File: src/design/ipr_pkg.sv
// Shared types, codes and helper functions for the indexed pixel row packer.
package ipr_pkg;

	localparam logic OP_LOAD  = 1'b0;
	localparam logic OP_PIXEL = 1'b1;

	localparam logic [2:0] FMT_RGB565  = 3'd0;
	localparam logic [2:0] FMT_CLUT256 = 3'd1;
	localparam logic [2:0] FMT_GRAY16  = 3'd2;
	localparam logic [2:0] FMT_MONO    = 3'd3;
	localparam logic [2:0] FMT_CLUT32  = 3'd4;

	localparam logic [1:0] REG_FORMAT      = 2'd0;
	localparam logic [1:0] REG_WIDTH       = 2'd1;
	localparam logic [1:0] REG_TRANSP_ON   = 2'd2;
	localparam logic [1:0] REG_TRANSP_IDX  = 2'd3;

	localparam int ADDR_W = 21;
	localparam int DATA_W = 40;

	typedef struct packed {
		logic        operation;
		logic [7:0]  palette_slot;
		logic [15:0] palette_color;
		logic [9:0]  pixel_x;
		logic [9:0]  pixel_y;
		logic [7:0]  color_index;
		logic        row_end;
	} in_item_t;

	typedef struct packed {
		logic [ADDR_W-1:0] write_address;
		logic [DATA_W-1:0] write_data;
		logic [DATA_W-1:0] bit_mask;
		logic [2:0]        byte_count;
		logic              last_of_run;
	} out_item_t;

	typedef struct packed {
		logic [2:0]  fmt;
		logic [10:0] width;
		logic        transp_on;
		logic [7:0]  transp_idx;
	} cfg_t;

	typedef struct packed {
		logic [ADDR_W-1:0] addr;
		logic [DATA_W-1:0] field;
		logic [DATA_W-1:0] val;
		logic [DATA_W-1:0] set;
		logic              flush_after;
	} entry_t;

	typedef struct packed {
		logic [DATA_W-1:0] field;
		logic [DATA_W-1:0] val;
	} fv_t;

	function automatic fv_t clut32_bits(input logic [2:0] p, input logic [4:0] c);
		fv_t r;
		int  i;
		int  pos;
		r = '0;
		for (int b = 0; b < 5; b++) begin
			i = 5 * int'(p) + b;
			pos = 8 * (i / 8) + (7 - (i % 8));
			r.field[pos] = 1'b1;
			r.val[pos] = c[4 - b];
		end
		return r;
	endfunction

	function automatic logic [2:0] fmt_bytes(input logic [2:0] fmt);
		logic [2:0] n;
		case (fmt)
			FMT_RGB565: n = 3'd2;
			FMT_CLUT32: n = 3'd5;
			default:    n = 3'd1;
		endcase
		return n;
	endfunction

endpackage

File: src/design/ipr_queue.sv
// Small queue of classified pixel operations between front and back ends.
module ipr_queue import ipr_pkg::*; #(
	parameter int QDEPTH = 8
) (
	input  logic                        clk,
	input  logic                        arst_n,
	input  logic                        push,
	input  entry_t                      push_entry,
	input  logic                        pop,
	output logic                        head_valid,
	output entry_t                      head,
	output logic [$clog2(QDEPTH+1)-1:0] count
);
	localparam int PW = $clog2(QDEPTH);
	localparam int CW = $clog2(QDEPTH+1);

	entry_t        mem_q [QDEPTH];
	logic [PW-1:0] wr_q, rd_q;
	logic [CW-1:0] count_q;

	always_ff @(posedge clk) begin
		if (push) mem_q[wr_q] <= push_entry;
	end

	always_ff @(posedge clk or negedge arst_n) begin
		if (!arst_n) begin
			wr_q <= '0;
			rd_q <= '0;
			count_q <= '0;
		end else begin
			if (push) wr_q <= (wr_q == PW'(QDEPTH-1)) ? '0 : wr_q + PW'(1);
			if (pop) rd_q <= (rd_q == PW'(QDEPTH-1)) ? '0 : rd_q + PW'(1);
			count_q <= count_q + CW'(push) - CW'(pop);
		end
	end

	assign head_valid = count_q != '0;
	assign head = mem_q[rd_q];
	assign count = count_q;

endmodule

File: config.mk
export PLATFORM = sky130hd
export DESIGN_NAME = ipr_queue
export DESIGN_NICKNAME = d
export VERILOG_FILES = /design/src/design/ipr_pkg.sv /design/src/design/ipr_queue.sv
export SDC_FILE = /design/constraint.sdc
export NUM_CORES = 1
export LEC_CHECK = 0
export BUFFER_PORTS_ARGS = -buffer_cell sky130_fd_sc_hd__buf_4
export CAP_MARGIN = 20
export CORE_ASPECT_RATIO = 1.2
export CORE_MARGIN = 10
export CORE_UTILIZATION = 65
export CTS_BUF_LIST = sky130_fd_sc_hd__clkbuf_8
export DETAILED_ROUTE_END_ITERATION = 16
export GPL_ROUTABILITY_DRIVEN = 0
export HOLD_SLACK_MARGIN = 0.03
export PLACE_DENSITY_LB_ADDON = 0.08
export SYNTH_ARGS = -nofsm -noshare
export SYNTH_HDL_FRONTEND = slang
export SYNTH_SLANG_ARGS = --single-unit
File: constraint.sdc
create_clock -name clk -period 27.6 [get_ports clk]
set_input_delay 1.38 -clock clk [delete_from_list [all_inputs] [get_ports clk]]
set_output_delay 1.38 -clock clk [all_outputs]
set_load 0.01 [all_outputs]
==> results of run 1 <==
sequential cells by signal (all words and copies together) (netlist names):
register / flops
mem_q: 1136
count: 4
rd_q: 3
wr_q: 3
worst paths after layout:
| check | slack [ns] | end | from | cells after the start |
|---|---|---|---|---|
| worst max-delay path | 21.46 | head[67] | rd_q[0]$_DFFE_PN0P_ | 8 |
| worst min register to register | 0.59 | wr_q[2]$_DFFE_PN0P_ | wr_q[2]$_DFFE_PN0P_ | 1 |
| max in group asynchronous | 27.00 | rd_q[2]$_DFFE_PN0P_ | arst_n | 1 |
| worst min-delay path | 0.42 | rd_q[1]$_DFFE_PN0P_ | arst_n | 1 |
| min in group clk | 0.59 | wr_q[2]$_DFFE_PN0P_ | wr_q[2]$_DFFE_PN0P_ | 1 |
| worst max register to register | 24.48 | mem_q[2][15]$_DFFE_PP_ | wr_q[2]$_DFFE_PN0P_ | 4 |
power breakdown:
group          switching [µW]  internal [µW]
registers                85.8           2180
logic                     902            754
clock network             624            616
layer usage:
metal | GRT usage | routed length [µm] | vias to the layer above
met5 | 0 | 160 | -
met4 | 0.07956 | 1782 | 22
met3 | 0.06673 | 7370 | 144
met2 | 0.3802 | 45140 | 803
met1 | 0.3081 | 34340 | 10740
li1 | - | - | 8885
Yosys cell counts:
cell type and instances:
ha_1 9, buf_1 10, buf_4 2, mux4_2 284, a21oi_1 1, edfxtp_1 1136, nor3_1 2, dfrtp_1 10
nand2b_1 2, nand3_1 1, nor2_1 8, buf_6 28, o21ai_0 2, inv_1 7, clkbuf_1 24, inv_2 1
mux2_2 4, buf_2 31, nand2_1 429, fa_1 1, xor2_1 2, nand3b_1 2, a21o_1 1
kinds of logic after synthesis:
family	share of synthesized area
and+or+nand+nor	0.03886
buffers and inverters	0.01485
adders and majority gates	0.003063
DFF	0.7936
xor gates and xnor gates	0.0004046
muxes	0.1487
AOI/OAI and AO/OA	0.0005201
metrics by stage:
| stage | util | hold WS, ns | worst slack, ns | total power (µW) |
|---|---|---|---|---|
| 3_3_place_gp | 0.7039 | 0.5479 | 21.84 | 3957 |
| 2_1_floorplan | - | 0.5236 | 15.73 | 3395 |
| 6_report | 0.7517 | 0.4200 | 21.46 | 5160 |
| 4_1_cts | 0.7507 | 0.3549 | 20.93 | 5223 |
| 5_1_grt | 0.7517 | 0.3726 | 20.95 | 5426 |
| 3_5_place_dp | 0.7039 | 0.5671 | 21.81 | 3985 |
final cells by class:
type,instances,area (µm²),area share
antenna,6,15.01,0.0003033
sequential,1146,34370,0.6944
timing repair buffer,332,2532,0.05116
inverter,8,37.54,0.0007582
clock buffer,173,2381,0.04810
clock inverter,134,696.9,0.01408
tap,892,1116,0.02254
multi-input combinational,748,8352,0.1687
==> flow_summary.ini, run 1 <==
[clocking]
htreeDepth = 4
cts_tree = yes
clkLatencyLatePin_ns = 0.81
cts_hold_buffers = 0
cts_buffers = 169
ctsResizeCount = 0
cts_root_buf = clkbuf_8
cts.sinks = 1146
post-cts-setup-buffer-count = 0
cts_buffer_depth = 3
clk_pin_slew_ns = 0.06

[yosys]
synthDistinctLibCells = 23
syn_avg_cell_area_um2 = 21.68
ys_ff_latch = 1146
yosys-top-cells-area = edfxtp_1 79%, mux4_2 15%, nand2_1 3.7%
ys_seq_area_frac = 0.7936
netlist_instances = 1997
yosys.area.top_type = edfxtp_1
ys.warnings.count = 0
netlist_area_um2 = 43300
syn-num-nets = 2153
yosysTopAreaCellShare = 0.7878

[sta]
tns_ns = 0
setup_viol = 0
relSlewSlack = 0.2777
grt_setup_unrepaired = false
clock_skew_ns = 0.02299
max_freq_ghz = 0.1629
fin_crit_ns = 6.138
worstMarginPinSlew_ns = 1.084
fin_crit_sh = 0.2224
finalMaxSlewViolations = 0
finalHoldViolations = 0

[routing]
wire_per_inst_um = 25.82
drt-total-wl_mm = 88.79
via_count = 20590
firstDrtPassIters = 4
drc = 0
ant_nets = 0
vias_per_cell = 5.988
first_iter_violations = 1724

[global_routing]
grtUsageTotal = 0.2346
gr-total-overflow = 0
grt_start_max_net_pins = 82
antenna_found_initial = 17
grt_first_pass_wirelength_mm = 135.0
grt_pass1_vias = 21990

[power]
power_density_nw_per_um2 = 104.2
peakVddDrop_mv = 0.08842
p_leak_uw = 0.01706

[flow_run]
maxCapViolCount = 0

[floorplan]
start_util = 0.6576
fp.dieW_um = 255.6
dieArea_um2 = 77390
fp.coreArea_um2 = 65850
rows = 103
ios = 293
die_y_um = 302.7

[critical_path]
cp_max_fo = 48
max_stage_delay_ns = 0.83
endpoint_kind = output pin
crit_slowest_cell = buf_4
crit_path_start_kind = flip-flop
cp.required_ns = 26.22
crit_type = reg2out
crit_buf_inv = 5
cp_common_cell = buf_4
crit_chain = buf_4 -> buf_16 -> buf_4 -> buf_4 -> mux4_2 -> nand2_1 -> nand2_1 -> buf_4
cp.arrival_ns = 4.76
crit_family = buffers and inverters

[final_layout]
n_fill_cell = 3731
instances_no_fill = 3439
final_cell_mix = 1136 x edfxtp_1, 429 x nand2_1, 330 x buf_4, 284 x mux4_2, 173 x clkbuf_8
area_growth_pct = 14.32
drive_gt1_frac = 0.3329
nNetsFinal = 2561
final_common_cell = edfxtp_1
final_area_um2 = 49510

[placement]
dpl_cell_area_um2 = 46360
io_buffer_count = 292
dpl.cell_count = 3124
dp_hpwl_mm = 48.49

[outcome]
status = finished clean

[worst_hold_path]
hp-class = in2async
No activity file was read; power rests on OpenSTA's default activity.
==> run 2: changes to the inputs <==
--- a/config.mk
+++ b/config.mk
@@ -9,7 +9,7 @@
 export CAP_MARGIN = 20
 export CORE_ASPECT_RATIO = 1.2
 export CORE_MARGIN = 10
-export CORE_UTILIZATION = 65
+export CORE_UTILIZATION = 62
 export CTS_BUF_LIST = sky130_fd_sc_hd__clkbuf_8
 export DETAILED_ROUTE_END_ITERATION = 16
 export GPL_ROUTABILITY_DRIVEN = 0
==> constraint.sdc (replaced) <==
create_clock -name clk -period 5.9 [get_ports clk]
set_input_delay 0.295 -clock clk [delete_from_list [all_inputs] [get_ports clk]]
set_output_delay 0.295 -clock clk [all_outputs]
set_load 0.01 [all_outputs]
==> flow_summary.ini, run 2 (synthesized netlist as in run 1, its figures left out) <==
[routing]
wl_met1_mm = 36.12
vias_per_cell = 5.876
drc = 0
drt-total-wl_mm = 92.01
ant_nets = 0
wl_met2_mm = 47.09
firstDrtPassIters = 5
first_iter_violations = 1730
met3_wirelength_mm = 6.923
via_count = 21170
topRoutingLayerUsed = met5
wire_per_inst_um = 25.54

[placement]
pre_cts_ws_ns = 2.779
io_buffer_count = 292
dp_hpwl_mm = 50.07

[clocking]
cts_root_buf = clkbuf_8
cts_buffers = 171
post-cts-setup-buffer-count = 0
htreeDepth = 4
cts_tree = yes
clk_pin_slew_ns = 0.06
cts_buffer_depth = 3
cts.sinks = 1146
clkLatencyLatePin_ns = 0.80

[sta]
clock_skew_ns = 0.02069
fin_crit_ns = 3.843
relSlewSlack = 0.2991
worstMarginPinSlew_ns = 1.051
fin_crit_sh = 0.6514
setup_viol = 0
tns_ns = 0
grt_setup_unrepaired = false
finalHoldViolations = 0
worst_slack_ns = 2.057
max_freq_ghz = 0.2602
finalMaxSlewViolations = 0

[power]
p_clk_frac = 0.233
p_int_uw = 16660
peakVddDrop_mv = 0.3605
pwr-share-comb = 0.327
seqPwrFrac = 0.439
total_power_uw = 24240
p_sw_frac = 0.3125
p_sw_uw = 7574
power_density_nw_per_um2 = 475.1
p_leak_uw = 0.01766

[floorplan]
fp.dieW_um = 261.3
ios = 293
rows = 106
start_util = 0.6231
dieArea_um2 = 80860
fp.coreArea_um2 = 69500
die_y_um = 309.5

[critical_path]
cp_max_fo = 62
crit_slowest_cell = dfrtp_4
crit_buf_inv = 3
r2r_setup_slack_ns = 3.19
max_stage_delay_ns = 1.11
crit_chain = buf_4 -> buf_4 -> nand2_1 -> nand2_1 -> buf_4
cp.arrival_ns = 3.55
endpoint_kind = output pin
cp_common_cell = buf_4
crit_path_start_kind = flip-flop
crit_type = reg2out
cp.required_ns = 5.61
crit_family = buffers and inverters
r2r_start = wr_q[2]$_DFFE_PN0P_
setup.worst_path.start = rd_q[1]$_DFFE_PN0P_

[global_routing]
antenna_found_initial = 10
grtUsageTotal = 0.2351
grt_start_max_net_pins = 130
gr-total-overflow = 0
grt_pass1_vias = 22720
grt_first_pass_wirelength_mm = 140.4

[outcome]
status = finished clean

[final_layout]
area_growth_pct = 17.82
regMostFlops = mem_q
final_cell_mix = 1136 x edfxtp_1, 429 x nand2_1, 312 x buf_4, 284 x mux4_2, 177 x clkbuf_8
drive_gt1_frac = 0.3068
largest_reg_flops = 1136
nNetsFinal = 2702
final_common_cell = edfxtp_1

[worst_hold_path]
hp-class = in2reg
worstHoldStart = push_entry[134]

[flow_run]
maxCapViolCount = 0
==> run 2: final timing paths <==
check | to | cells after the start
hold reg to reg | wr_q[2]$_DFFE_PN0P_ | 1
max in group asynchronous | rd_q[1]$_DFFE_PN0P_ | 3
setup / recovery | head[74] | 5
setup reg to reg | mem_q[2][62]$_DFFE_PP_ | 4
hold / removal | mem_q[1][134]$_DFFE_PP_ | 2
min in group asynchronous | wr_q[2]$_DFFE_PN0P_ | 3
==> run 2: final cells by class <==
| cell class | count | area (µm²) |
|---|---|---|
| clock buffers | 177 | 2436 |
| clock inverters | 126 | 568.0 |
| well taps | 918 | 1149 |
| inverters | 8 | 37.54 |
| flip-flops and latches | 1146 | 34370 |
| repair buffers | 471 | 4071 |
| fillers | 4130 | 18480 |
| multi-input cells | 748 | 8364 |
| diodes | 8 | 20.02 |
==> run 2: power groups by stage <==
stage	combinational, µW	clock [µW]	sequential (µW)
2_1_floorplan	5080	0	10700
3_3_place_gp	7870	0	10800
3_5_place_dp	7900	0	10900
4_1_cts	8010	5800	10700
5_1_grt	8600	6160	10700
6_report	7930	5660	10600
==> run 2: metrics by stage <==
step	cell area, µm²	instances	hold WS, ns	util
3_3_place_gp	46510	3144	0.1399	0.6692
3_5_place_dp	46510	3144	0.1435	0.6692
6_report	51020	3602	0.2802	0.7341
4_1_cts	50970	3593	0.1889	0.7335
2_1_floorplan	43310	1997	-0.0005911	-
5_1_grt	51020	3600	0.2399	0.7341
==> run 2: worst register-to-register path: stages (launching register included) <==
cell and delay, ns:
dfrtp_1 0.41, nand2b_1 0.34, nor2_4 0.19, buf_4 0.60
buf_4 0.73
==> run 2: routing by layer <==
layer  track usage  up-vias
met5             0        -
met4       0.07359        8
met3       0.05608      121
met2        0.3837      749
met1        0.3139    11120
li1              -     9171
==> run 2: repair_timing <==
item / in CTS / in global routing
gates resized for setup: 0 / 0
endpoints found under the hold margin: 1154 / 0
hold buffers: 146 / 0
