$ cat src/design/ipr_pkg.sv
// Shared types, codes and helper functions for the indexed pixel row packer.
package ipr_pkg;

	localparam logic OP_LOAD  = 1'b0;
	localparam logic OP_PIXEL = 1'b1;

	localparam logic [2:0] FMT_RGB565  = 3'd0;
	localparam logic [2:0] FMT_CLUT256 = 3'd1;
	localparam logic [2:0] FMT_GRAY16  = 3'd2;
	localparam logic [2:0] FMT_MONO    = 3'd3;
	localparam logic [2:0] FMT_CLUT32  = 3'd4;

	localparam logic [1:0] REG_FORMAT      = 2'd0;
	localparam logic [1:0] REG_WIDTH       = 2'd1;
	localparam logic [1:0] REG_TRANSP_ON   = 2'd2;
	localparam logic [1:0] REG_TRANSP_IDX  = 2'd3;

	localparam int ADDR_W = 21;
	localparam int DATA_W = 40;

	typedef struct packed {
		logic        operation;
		logic [7:0]  palette_slot;
		logic [15:0] palette_color;
		logic [9:0]  pixel_x;
		logic [9:0]  pixel_y;
		logic [7:0]  color_index;
		logic        row_end;
	} in_item_t;

	typedef struct packed {
		logic [ADDR_W-1:0] write_address;
		logic [DATA_W-1:0] write_data;
		logic [DATA_W-1:0] bit_mask;
		logic [2:0]        byte_count;
		logic              last_of_run;
	} out_item_t;

	typedef struct packed {
		logic [2:0]  fmt;
		logic [10:0] width;
		logic        transp_on;
		logic [7:0]  transp_idx;
	} cfg_t;

	typedef struct packed {
		logic [ADDR_W-1:0] addr;
		logic [DATA_W-1:0] field;
		logic [DATA_W-1:0] val;
		logic [DATA_W-1:0] set;
		logic              flush_after;
	} entry_t;

	typedef struct packed {
		logic [DATA_W-1:0] field;
		logic [DATA_W-1:0] val;
	} fv_t;

	function automatic fv_t clut32_bits(input logic [2:0] p, input logic [4:0] c);
		fv_t r;
		int  i;
		int  pos;
		r = '0;
		for (int b = 0; b < 5; b++) begin
			i = 5 * int'(p) + b;
			pos = 8 * (i / 8) + (7 - (i % 8));
			r.field[pos] = 1'b1;
			r.val[pos] = c[4 - b];
		end
		return r;
	endfunction

	function automatic logic [2:0] fmt_bytes(input logic [2:0] fmt);
		logic [2:0] n;
		case (fmt)
			FMT_RGB565: n = 3'd2;
			FMT_CLUT32: n = 3'd5;
			default:    n = 3'd1;
		endcase
		return n;
	endfunction

endpackage

$ cat src/design/ipr_back.sv
// Back end: merges pixels into the pending write and issues frame-buffer writes.
module ipr_back import ipr_pkg::*; (
	input  logic      clk,
	input  logic      arst_n,
	input  logic [2:0] fmt,
	input  logic      head_valid,
	input  entry_t    head,
	output logic      pop,
	output logic      out_valid,
	input  logic      out_stall,
	output out_item_t out_item
);
	logic              pend_v_q;
	logic [ADDR_W-1:0] pend_addr_q;
	logic [DATA_W-1:0] pend_data_q, pend_mask_q;
	logic              out_v_q;
	out_item_t         out_q;

	logic              out_free, go, flush, second;
	logic [DATA_W-1:0] base_d, base_m, new_d, new_m;

	assign out_free = !out_v_q || !out_stall;
	assign go = head_valid && out_free;
	assign flush = pend_v_q && pend_addr_q != head.addr;
	assign second = flush && head.flush_after;
	assign pop = go && !second;

	always_comb begin
		base_d = (pend_v_q && !flush) ? pend_data_q : '0;
		base_m = (pend_v_q && !flush) ? pend_mask_q : '0;
		new_d = (base_d & ~head.field) | head.val;
		new_m = (base_m & ~head.field) | head.set;
	end

	always_ff @(posedge clk or negedge arst_n) begin
		if (!arst_n) begin
			pend_v_q <= 1'b0;
			out_v_q <= 1'b0;
		end else begin
			if (out_free) out_v_q <= 1'b0;
			if (go) begin
				if (second) begin
					pend_v_q <= 1'b0;
					out_v_q <= 1'b1;
				end else begin
					pend_v_q <= !head.flush_after;
					out_v_q <= flush || head.flush_after;
				end
			end
		end
	end

	always_ff @(posedge clk) begin
		if (go) begin
			out_q.byte_count <= fmt_bytes(fmt);
			if (flush) begin
				out_q.write_address <= pend_addr_q;
				out_q.write_data <= pend_data_q;
				out_q.bit_mask <= pend_mask_q;
				out_q.last_of_run <= !head.flush_after;
			end else begin
				out_q.write_address <= head.addr;
				out_q.write_data <= new_d;
				out_q.bit_mask <= new_m;
				out_q.last_of_run <= 1'b1;
			end
			if (!second) begin
				pend_addr_q <= head.addr;
				pend_data_q <= new_d;
				pend_mask_q <= new_m;
			end
		end
	end

	assign out_valid = out_v_q;
	assign out_item = out_q;

endmodule

$ cat config.mk
export PLATFORM = sky130hd
export DESIGN_NAME = ipr_back
export DESIGN_NICKNAME = d
export VERILOG_FILES = /design/src/design/ipr_pkg.sv /design/src/design/ipr_back.sv
export SDC_FILE = /design/constraint.sdc
export NUM_CORES = 1
export LEC_CHECK = 0
export BUFFER_PORTS_ARGS = -buffer_cell sky130_fd_sc_hd__buf_2
export CAP_MARGIN = 20
export CORE_MARGIN = 8
export CORE_UTILIZATION = 48
export CTS_CLUSTER_DIAMETER = 150
export DETAILED_ROUTE_END_ITERATION = 7
export GPL_TIMING_DRIVEN = 0
export PLACE_DENSITY = 0.87
export SETUP_SLACK_MARGIN = 0.05
export SYNTH_ARGS = -nofsm -noshare
export SYNTH_HDL_FRONTEND = slang
export SYNTH_SLANG_ARGS = --single-unit
$ cat constraint.sdc
create_clock -name clk -period 6.8 [get_ports clk]
set_input_delay 0.34 -clock clk [delete_from_list [all_inputs] [get_ports clk]]
set_output_delay 0.34 -clock clk [all_outputs]
set_load 0.02 [all_outputs]
==> results of run 1 <==
==> placed cells by master, fill, tap and decap left out, types with 2 or more instances in the layout <==
cell	n
a311oi_1	80
clkbuf_16	23
diode_2	11
xnor2_1	2
nand3_1	2
clkinv_2	10
dfrtp_1	2
mux2_2	11
bufinv_16	2
inv_1	81
clkbuf_1	43
buf_16	5
nor4_1	84
buf_2	266
a31o_2	71
edfxtp_1	206
nand2_1	5
nor2_1	160
buf_6	8
xor2_1	19
mux2_4	10
a31o_1	9
==> flip-flops by register name, indices dropped and copies added (netlist names) <==
name         flops
pend_addr_q     21
pend_v_q         1
out_valid        1
pend_mask_q     40
out_item       105
pend_data_q     40
==> logic make-up (layout without fill, tap and decap cells) <==
logic type / count (synthesis) / count (layout)
XOR/XNOR: 21 / 21
other: 0 / 11
AO/OA/AOI/OAI: 164 / 164
buffers and inverters: 145 / 445
AND/OR/NAND/NOR: 257 / 257
multiplexers: 21 / 21
flip-flops: 208 / 208
==> power breakdown <==
| part | switching (mW) | internal (mW) |
|---|---|---|
| sequential | 0.0366 | 1.56 |
| clock | 0.505 | 0.691 |
| combinational | 0.390 | 0.209 |
==> per-stage QoR <==
step	instance area, sq um	worst slack (ps)	TNS, ps	total power [mW]
CTS	12500	3110	0	3.41
finish	12500	3180	0	3.39
floorplan	9960	1590	0	1.97
global placement	11600	-849	-36550	2.19
detailed placement	11700	3350	0	2.22
global route	12500	3050	0	3.51
==> cell usage after synthesis (all sizes together) <==
cell type | count | area, sq um
nor3 | 1 | 5.00
xnor2 | 2 | 17.5
o21ai | 2 | 21.3
nor3b | 1 | 7.51
edfxtp | 206 | 6190
nor2 | 161 | 607
nand2 | 5 | 18.8
buf | 20 | 160
nor4 | 84 | 526
nand4 | 1 | 6.26
mux2 | 21 | 274
a311oi | 80 | 701
clkbuf | 43 | 161
dfrtp | 2 | 50.1
a31oi | 1 | 6.26
nand3 | 2 | 10.0
o211ai | 1 | 7.51
inv | 82 | 308
xor2 | 19 | 166
or2 | 1 | 6.26
a31o | 80 | 701
or3 | 1 | 6.26
==> layout make-up <==
class	count	area [sq um]	share of cell area, %
Buffer	63	322	2.58
Sequential cell	208	6240	49.9
Clock inverter	15	130	1.04
Inverter	82	310	2.49
Clock buffer	23	576	4.61
Tap cell	270	338	2.71
Multi-Input combinational cell	463	3100	24.8
Timing Repair Buffer	262	1440	11.6
Antenna cell	11	27.5	0.220
==> path summary, 6_finish.rpt <==
| path | from | end | slack (ps) | depth (start not counted) |
|---|---|---|---|---|
| max reg2reg | pend_addr_q[8]$_DFFE_PP_ | pend_data_q[18]$_DFFE_PP_ | 3370 | 10 |
| min | head[124] | pend_addr_q[3]$_DFFE_PP_ | 50 | 1 |
| min reg2reg | out_valid$_DFFE_PN0P_ | out_valid$_DFFE_PN0P_ | 580 | 2 |
| max | pend_addr_q[8]$_DFFE_PP_ | pop | 3180 | 8 |
| min in group asynchronous | arst_n | pend_v_q$_DFFE_PN0P_ | 190 | 2 |
| max in group asynchronous | arst_n | out_valid$_DFFE_PN0P_ | 6510 | 2 |
==> metal layers <==
metal | share of wire [%] | vias to the layer above
met5 | 0.074 | -
met4 | 4.3 | 4
met3 | 8.6 | 81
met2 | 50 | 553
met1 | 37 | 4014
li1 | - | 3753
==> timing repair <==
action / CTS / global route
buffers inserted: 0 / 0
hold buffers: 1 / 0
hold endpoints to repair: 2 / 0
==> out/results.tsv, run 1 <==
stage	metric	value	unit
run_status	outcome	complete, no violations	
routing	Vias	8405	
placed_design	Placed Instances	1347	
clock_network	insertion delay to the later sink of the worst-skew pair	510	ps
timing	FMAX	0.276	GHz
routing	post-route ant nets	0	
grt	initial antenna violation count	13	
timing	Worst Clk Skew	13.4	ps
timing	Relative slew margins	46.8	%
pwr	Max VDD drop	0.161	mV
routing	First DRT Iteration DRCs	798	
critical_path	CP Cell Sequence	xor2_1, nor4_1, nand4_1, or2_1, buf_2, buf_6, a31oi_4, buf_2	
yosys	main combinational cell family by area after synthesis	compound AO/OA/AOI/OAI gates	
routing	vias per cell	6.02	
cells_and_area	FILL cells	1594	
timing	Setup-failing EPs final	0	
min_path	Hold Crit Class	input port to register	
yosys	netlist area before placement	0.00995	sq mm
clock_network	CTS clk-pin slew, worst paths	60	ps
die	Starting Density	49.0	%
timing	Hold Fails Final Rpt	0	
clock_network	Root Driver	clkbuf_16	
critical_path	Max Fanout on Critical Path	15	
critical_path	slowest cell delay on critical path	620	ps
die	Die Wd	160	microns
cells_and_area	layout cells sized above 1	37.1	%
critical_path	CP Capture Type	primary output	
cells_and_area	Nets	1252	
clock_network	Clock Sinks	208	
yosys	sequential element share of the synthesized area	62.7	%
die	Core ar.	0.0203	sq mm
grt	GR Layer Usage met2	38.8	%
timing	hold slack	51.4	ps
critical_path	CP dominant cell by count	buf_2	
grt	GR Util met1	28.5	%
die	Die Ht	160	microns
critical_path	CP Class	register to primary output	
yosys	Ys Warns	0	
yosys	Unique masters post-synth	28	
grt	first-pass GRT wire length	47400	microns
timing	worst-margin pin slew	798	ps
routing	DRC viols	0	
grt	M3 GR Usage	4.78	%
critical_path	WP data arrival	3280	ps
grt	largest net degree at the start of global routing	55	
yosys	mux cell area share after synthesis	2.75	%
yosys	syn avg cell area	12.2	sq um
clock_network	TritonCTS buffer count	23	
die	io pins	256	
placed_design	Detailed Place HPWL	22100	microns
grt	GRT Residual Overflow	0	
clock_network	H-Tree Depth	1	
yosys	Post-Synth XOR/XNOR Area	1.85	%
cells_and_area	Final Util	61.5	%
yosys	syn_nets	965	
pwr	Pwr Density	272	mW/mm^2
critical_path	critical path's top delay family	simple AND/OR/NAND/NOR gates	
yosys	Synth Area in Adders	0	%
placed_design	count of input and output buffers	255	
cells_and_area	Area Overhead vs Synth	25.4	%
clock_network	TritonCTS clock tree	built	
die	# rows	52	
job	max-cap viol count	0	
yosys	Synth Area in Simple Gates	12.0	%
timing	final worst-path cycle share	53.3	%
yosys	Gate Count Post-Synth	816	
yosys	flops & latches, synth	208	
critical_path	CP max-delay cell	a31oi_4	
clock_network	worst-case clock buffer depth	3	
critical_path	Startpoint Class	register	
grt	grt peak-use layer	met2	
grt	Tot GR Track Use	23.3	%
cells_and_area	post-route insts no fill	1397	
timing	Max Slew Vio Count	0	
clock_network	PostCTS Resize Cnt	0	
critical_path	Data required, critical path	6460	ps
pwr	Pleak	4.93	nW
routing	TritonRoute pass-1 iters	7	
timing	RSZ-0062 raised after global routing	false	
grt	vias in the first global route	8551	
yosys	compound-gate portion of the synthesized area	14.4	%
timing	Final min period	3620	ps
routing	WL per Instance	22.2	microns
critical_path	Crit path buffers/inverters	3	
placed_design	GPL Wtd Cong	0.828	
routing	Routed Wire Length	31000	microns
die	DIE AREA	0.0256	sq mm
Power figures use the tool's default switching activity.
==> run 2, diff against run 1 <==
--- a/config.mk
+++ b/config.mk
@@ -8,11 +8,11 @@
 export BUFFER_PORTS_ARGS = -buffer_cell sky130_fd_sc_hd__buf_2
 export CAP_MARGIN = 20
 export CORE_MARGIN = 8
-export CORE_UTILIZATION = 48
+export CORE_UTILIZATION = 53
 export CTS_CLUSTER_DIAMETER = 150
 export DETAILED_ROUTE_END_ITERATION = 7
 export GPL_TIMING_DRIVEN = 0
-export PLACE_DENSITY = 0.87
+export PLACE_DENSITY = 0.91
 export SETUP_SLACK_MARGIN = 0.05
 export SYNTH_ARGS = -nofsm -noshare
 export SYNTH_HDL_FRONTEND = slang
==> constraint.sdc (replaced) <==
create_clock -name clk -period 3.7 [get_ports clk]
set_input_delay 0.185 -clock clk [delete_from_list [all_inputs] [get_ports clk]]
set_output_delay 0.185 -clock clk [all_outputs]
set_load 0.02 [all_outputs]
==> out/results.tsv, run 2 (synthesized netlist as in run 1, its figures left out) <==
stage	metric	value	unit	change
routing	First DRT Iteration DRCs	954		+20%
timing	Setup-failing EPs final	0		unchanged
clock_network	H-Tree Depth	1		unchanged
timing	Final min period	3320	ps	
clock_network	Clock Sinks	208		unchanged
pwr	Pwr Density	481	mW/mm^2	+77%
die	# rows	50		-3.8%
cells_and_area	commonest non-fill, non-tap cell in the layout	buf_2		
grt	largest net degree at the start of global routing	56		+1.8%
critical_path	CP Capture Type	primary output		
routing	Routed Wire Length	33900	microns	+9.4%
clock_network	insertion delay to the later sink of the worst-skew pair	500	ps	about the same
critical_path	CP max-delay cell	nor4_1		
timing	final setup TNS	0	ps	unchanged
grt	GRT Residual Overflow	0		unchanged
timing	Relative slew margins	46.3	%	-0.54 points
critical_path	Startpoint Class	register		
cells_and_area	most frequent cells in the layout	265 x buf_2, 206 x edfxtp_1, 160 x nor2_1		
routing	WL per Instance	23.2	microns	+4.7%
clock_network	TritonCTS clock tree	built		
pwr	Max VDD drop	0.408	mV	+150%
placed_design	Place WS	363	ps	-2980 ps
grt	initial antenna violation count	2		-11
timing	final worst-path setup slack	382	ps	-2790 ps
pwr	Pleak	5.38	nW	+9.2%
timing	hold slack	17.9	ps	-33.4 ps
critical_path	critical path's top delay family	simple AND/OR/NAND/NOR gates		
timing	final worst-path cycle share	89.7	%	
placed_design	placed inst area	0.0117	sq mm	-0.63%
timing	Worst Clk Skew	20.3	ps	+6.88 ps
placed_design	count of input and output buffers	255		unchanged
pwr	Power Total	6.50	mW	+91%
clock_network	CTS clk-pin slew, worst paths	60	ps	about the same
run_status	outcome	complete, no violations		
cells_and_area	design area	0.0135	sq mm	+8.1%
clock_network	worst-case clock buffer depth	3		unchanged
grt	first-pass GRT wire length	51700	microns	+9.1%
cells_and_area	Area Overhead vs Synth	35.7	%	
timing	RSZ-0062 raised after global routing	false		
cells_and_area	layout cells sized above 1	33.7	%	-3.4 points
timing	Hold Fails Final Rpt	0		unchanged
critical_path	Max Fanout on Critical Path	26		+11
clock_network	PostCTS Resize Cnt	0		unchanged
critical_path	Crit path buffers/inverters	4		+1
clock_network	Root Driver	clkbuf_16		
routing	Vias	9114		+8.4%
routing	TritonRoute pass-1 iters	5		-2
routing	DRC viols	0		unchanged
critical_path	CP dominant cell by count	buf_6		
placed_design	Detailed Place HPWL	21700	microns	-1.7%
cells_and_area	Nets	1357		+8.4%
min_path	Hold Crit Class	input port to async pin		
grt	vias in the first global route	9435		+10%
die	io pins	256		unchanged
critical_path	WP data arrival	3130	ps	-150 ps
critical_path	CP Cell Sequence	xor2_1, nor4_1, nand4_1, or2_1, buf_6, buf_6, a31oi_4, buf_12, buf_2		
placed_design	GPL Wtd Cong	0.906		+9.4%
critical_path	CP Class	register to primary output		
die	Starting Density	53.6	%	+4.5 points
clock_network	TritonCTS buffer count	23		unchanged
critical_path	Data required, critical path	3510	ps	-2950 ps
die	DIE AREA	0.0234	sq mm	-8.5%
cells_and_area	max reg flops	105		unchanged
routing	vias per cell	6.24		+3.8%
job	max-cap viol count	0		unchanged
timing	Max Slew Vio Count	0		unchanged
grt	Tot GR Track Use	27.7	%	+4.5 points
timing	worst-margin pin slew	806	ps	+8.06 ps
die	Core ar.	0.0186	sq mm	-8.5%
critical_path	slowest cell delay on critical path	460	ps	-160 ps
die	Die Ht	153	microns	-4.4%
routing	post-route ant nets	0		unchanged
timing	FMAX	0.301	GHz	
die	Die Wd	153	microns	-4.4%
run 2: cell types whose count changed in the layout (fill, tap and decap cells not counted), sizes merged:
cell,delta
bufinv,+2
clkbuf,+2
diode,-9
dlygate4sd3,+105
inv,-1
run 2: power by group:
group	total, mW	internal [mW]	switching (mW)
clock	2.34	1.41	0.929
sequential	2.94	2.87	0.0719
combinational	1.21	0.452	0.760
total	6.50	4.73	1.76
run 2: metrics by stage:
step           cells  util (%)
6_report        1460      72.7
2_1_floorplan    816         -
3_3_place_gp    1305      62.1
3_5_place_dp    1310      62.8
4_1_cts         1458      72.6
5_1_grt         1460      72.7
run 2: final timing paths:
kind                                           from                        end  slack, ps  depth (start not counted)
min in group clk                           head[30]  pend_mask_q[29]$_DFFE_PP_         20                          2
min                                          arst_n       pend_v_q$_DFFE_PN0P_         20                          2
max in group asynchronous                    arst_n      out_valid$_DFFE_PN0P_       3580                          2
max reg2reg                pend_addr_q[8]$_DFFE_PP_  pend_mask_q[20]$_DFFE_PP_        430                         10
min reg2reg                pend_addr_q[1]$_DFFE_PP_     out_item[85]$_DFFE_PP_        610                          1
max                        pend_addr_q[8]$_DFFE_PP_                        pop        380                          9
run 2: final cells by class:
class                   instances  area (sq um)
clock buffers                  25           583
inverters                      82           310
plain buffers                  63           328
clock inverters                16           178
fillers                      1178          5080
multi-input cells             463          3100
well taps                     234           293
repair buffers                367          2470
diodes                          2          5.00
flip-flops and latches        208          6240
run 2: metal layers:
| layer | GRT usage, % | part of all wire [%] | wire length [microns] |
|---|---|---|---|
| met5 | 0 | 0 | 0 |
| met4 | 16.3 | 5.4 | 1820 |
| met3 | 6.60 | 10 | 3420 |
| met1 | 31.9 | 35 | 12000 |
| met2 | 46.7 | 49 | 16700 |
run 2: repair_timing:
item                                    4_1_cts  5_1_grt
hold buffers                                106        0
endpoints found under the hold margin       106        0
setup buffers                                 1        0
endpoints found under the setup margin        1        0
==> run 3, diff against run 2 <==
--- a/config.mk
+++ b/config.mk
@@ -5,6 +5,7 @@
 export SDC_FILE = /design/constraint.sdc
 export NUM_CORES = 1
 export LEC_CHECK = 0
+export ABC_AREA = 1
 export BUFFER_PORTS_ARGS = -buffer_cell sky130_fd_sc_hd__buf_2
 export CAP_MARGIN = 20
 export CORE_MARGIN = 8
==> out/results.tsv, run 3 <==
stage	metric	value	unit	change
run_status	outcome	complete, no violations		
routing	Routed Wire Length	32700	microns	-3.4%
yosys	flops & latches, synth	208		unchanged
routing	First DRT Iteration DRCs	1077		+13%
yosys	Yosys top cell by area	edfxtp_1		
timing	Final min period	3420	ps	+99.9 ps
yosys	synth top area cells	edfxtp_1 64%, nand2_1 16%, inv_1 6.9%, nand4_1 5.2%, nor2_1 3.5%		
yosys	Synth Flop Type	edfxtp_1		
clock_network	Root Driver	clkbuf_16		
cells_and_area	FILL cells	1108		-5.9%
die	Die Ht	151	microns	-1.2%
timing	Worst Clk Skew	16.5	ps	-3.78 ps
yosys	Ys Warns	0		unchanged
pwr	Max VDD drop	0.368	mV	-9.7%
yosys	Gate Count Post-Synth	1037		+27%
cells_and_area	Register Area	0.00624	sq mm	about the same
yosys	Async SR Flop Fraction	0.962	%	unchanged
yosys	syn_nets	1186		+23%
die	# rows	49		-2.0%
die	io pins	256		unchanged
grt	vias in the first global route	9323		-1.2%
placed_design	GPL Wtd Cong	0.863		-4.8%
clock_network	TritonCTS clock tree	built		
yosys	netlist area before placement	0.00969	sq mm	-2.6%
grt	initial antenna violation count	3		+1
timing	worst-margin pin slew	795	ps	-11.1 ps
pwr	sequential power share	47.1	%	+1.8 points
placed_design	count of input and output buffers	255		unchanged
clock_network	CTS clk-pin slew, worst paths	60	ps	about the same
critical_path	CP Capture Type	primary output		
pwr	Clock Power Share	34.6	%	-1.4 points
timing	Hold Fails Final Rpt	0		unchanged
die	Starting Density	54.0	%	+0.40 points
cells_and_area	Area Overhead vs Synth	35.4	%	
clock_network	Clock Sinks	208		unchanged
routing	DRC viols	0		unchanged
pwr	P_sw	1.76	mW	+0.19%
min_path	Hold Crit Class	input port to register		
cells_and_area	Nets	1574		+16%
clock_network	insertion delay to the later sink of the worst-skew pair	510	ps	about the same
clock_network	TritonCTS buffer count	22		-4.3%
yosys	Unique masters post-synth	20		-29%
die	DIE AREA	0.0229	sq mm	-2.3%
grt	largest net degree at the start of global routing	38		-32%
yosys	syn avg cell area	9.35	sq um	-23%
critical_path	Data required, critical path	3510	ps	about the same
critical_path	CP Class	register to primary output		
placed_design	Detailed Place HPWL	20200	microns	-6.7%
cells_and_area	multi-input logic area	0.00256	sq mm	-17%
clock_network	H-Tree Depth	1		unchanged
timing	final worst-path cycle share	92.4	%	+2.7 points
timing	hold slack	17.7	ps	-0.258 ps
die	Core ar.	0.0180	sq mm	-3.3%
critical_path	Startpoint Class	register		
grt	Tot GR Track Use	27.8	%	+0.092 points
timing	Relative slew margins	46.7	%	+0.45 points
critical_path	Max Fanout on Critical Path	16		-38%
routing	TritonRoute pass-1 iters	7		+2
yosys	number of synthesized flops with an enable pin	206		unchanged
pwr	Pleak	6.42	nW	+19%
cells_and_area	design area	0.0131	sq mm	-2.8%
pwr	fraction of power spent switching nets	28.3	%	+1.2 points
timing	Max Slew Vio Count	0		unchanged
routing	vias per cell	5.46		-12%
cells_and_area	layout cells sized above 1	23.3	%	-10 points
clock_network	postcts setup bufs	0		-1
cells_and_area	most frequent cells in the layout	401 x nand2_1, 287 x buf_2, 206 x edfxtp_1		
routing	Vias	9167		+0.58%
cells_and_area	commonest non-fill, non-tap cell in the layout	nand2_1		
grt	GRT Residual Overflow	0		unchanged
die	Die Wd	151	microns	-1.2%
cells_and_area	Final Util	73.1	%	+0.40 points
timing	Setup-failing EPs final	0		unchanged
yosys	most common cell in the netlist	nand2_1		
timing	FMAX	0.293	GHz	-2.9%
grt	first-pass GRT wire length	49400	microns	-4.4%
pwr	combinational share of power	18.2	%	-0.5 points
yosys	sequential element share of the synthesized area	64.3	%	+1.7 points
routing	WL per Instance	19.5	microns	-16%
routing	post-route ant nets	0		unchanged
critical_path	WP data arrival	3230	ps	+100 ps
pwr	Power Total	6.24	mW	-3.9%
pwr	Pwr Density	475	mW/mm^2	-1.2%
cells_and_area	max reg flops	105		unchanged
yosys	Synth top cells by count	401 x nand2_1, 206 x edfxtp_1, 177 x inv_1		
placed_design	placed inst area	0.0114	sq mm	-2.6%
clock_network	worst-case clock buffer depth	3		unchanged
job	max-cap viol count	0		unchanged
timing	RSZ-0062 raised after global routing	false		
pwr	P_int	4.47	mW	-5.5%
yosys	post-synth top area share	63.8	%	+1.7 points
==> run 3: cell count changes in the layout (fill, tap and decap cells not counted), sizes merged, moves of 12 or more <==
cell and delta:
nand2 +396, inv +98, nor4 -84, a311oi -80, a31o -80, nand4 +79
nor2 -69, clkbuf -32, mux2 -21, buf +16, xor2 -12
==> run 3: worst max-delay path, cell delays in order, from the launching register on <==
cell,delay [ps]
edfxtp_1,400
nand2_1,100
nand2_1,80
nor2_1,180
nand3_1,170
nor2_4,350
nand2_1,90
nand2_1,110
inv_2,80
buf_6,160
nand2_1,110
nand2_1,180
clkinvlp_4,430
buf_2,250
==> run 3: per-stage QoR <==
step / TNS, ps / cells / worst slack (ps)
2_1_floorplan: -29560 / 1037 / -292
3_3_place_gp: -156610 / 1521 / -1690
3_5_place_dp: 0 / 1526 / 511
4_1_cts: 0 / 1668 / 79.8
5_1_grt: 0 / 1673 / 140
6_report: 0 / 1678 / 282
==> run 3: repair_timing <==
item,CTS,global route
setup endpoints to repair,0,1
hold buffers,102,1
resized for setup,0,2
endpoints found under the hold margin,112,1
==> run 3: path summary, 6_finish.rpt <==
check,endpoint,slack [ps],startpoint,cells past startpoint
max in group asynchronous,out_valid$_DFFE_PN0P_,2880,arst_n,3
min reg2reg,out_item[63]$_DFFE_PP_,550,pend_data_q[19]$_DFFE_PP_,2
min,pend_data_q[4]$_DFFE_PP_,20,head[45],3
min in group asynchronous,out_valid$_DFFE_PN0P_,600,arst_n,3
max,pop,280,pend_addr_q[20]$_DFFE_PP_,13
max reg2reg,pend_mask_q[6]$_DFFE_PP_,610,pend_addr_q[20]$_DFFE_PP_,13
==> run 3: cell type report <==
type,instances,area share [%]
sequential,208,47.5
timing repair inverter,1,0.0381
clock buffer,26,4.31
tap,229,2.18
buffer,47,1.76
multi-input combinational,601,19.5
clock inverter,14,0.944
antenna,8,0.153
inverter,181,5.20
timing repair buffer,363,18.3
==> run 3: kinds of logic (layout without fill, tap and decap cells) <==
group | Yosys count | after routing | synth area share [%]
flip-flops | 208 | 208 | 64.3
XOR/XNOR | 13 | 13 | 1.17
other | 0 | 8 | 0
AND/OR/NAND/NOR | 577 | 577 | 24.5
AO/OA/AOI/OAI | 11 | 11 | 0.568
buffers and inverters | 228 | 632 | 9.40
==> run 3: routing by layer <==
metal / track usage, % / vias to the layer above / share of wire (%)
met3: 6.01 / 152 / 11
met4: 16.3 / 0 / 5.8
li1: - / 4100 / -
met5: 0 / - / 0
met2: 46.6 / 736 / 49
met1: 32.5 / 4179 / 34
==> run 3: power groups by stage <==
| stage | sequential [mW] | clock [mW] | combinational (mW) |
|---|---|---|---|
| 2_1_floorplan | 3.13 | 0 | 0.443 |
| 3_3_place_gp | 2.98 | 0 | 0.956 |
| 3_5_place_dp | 2.98 | 0 | 1.01 |
| 4_1_cts | 2.93 | 2.15 | 1.10 |
| 5_1_grt | 2.95 | 2.26 | 1.23 |
| 6_report | 2.94 | 2.16 | 1.14 |
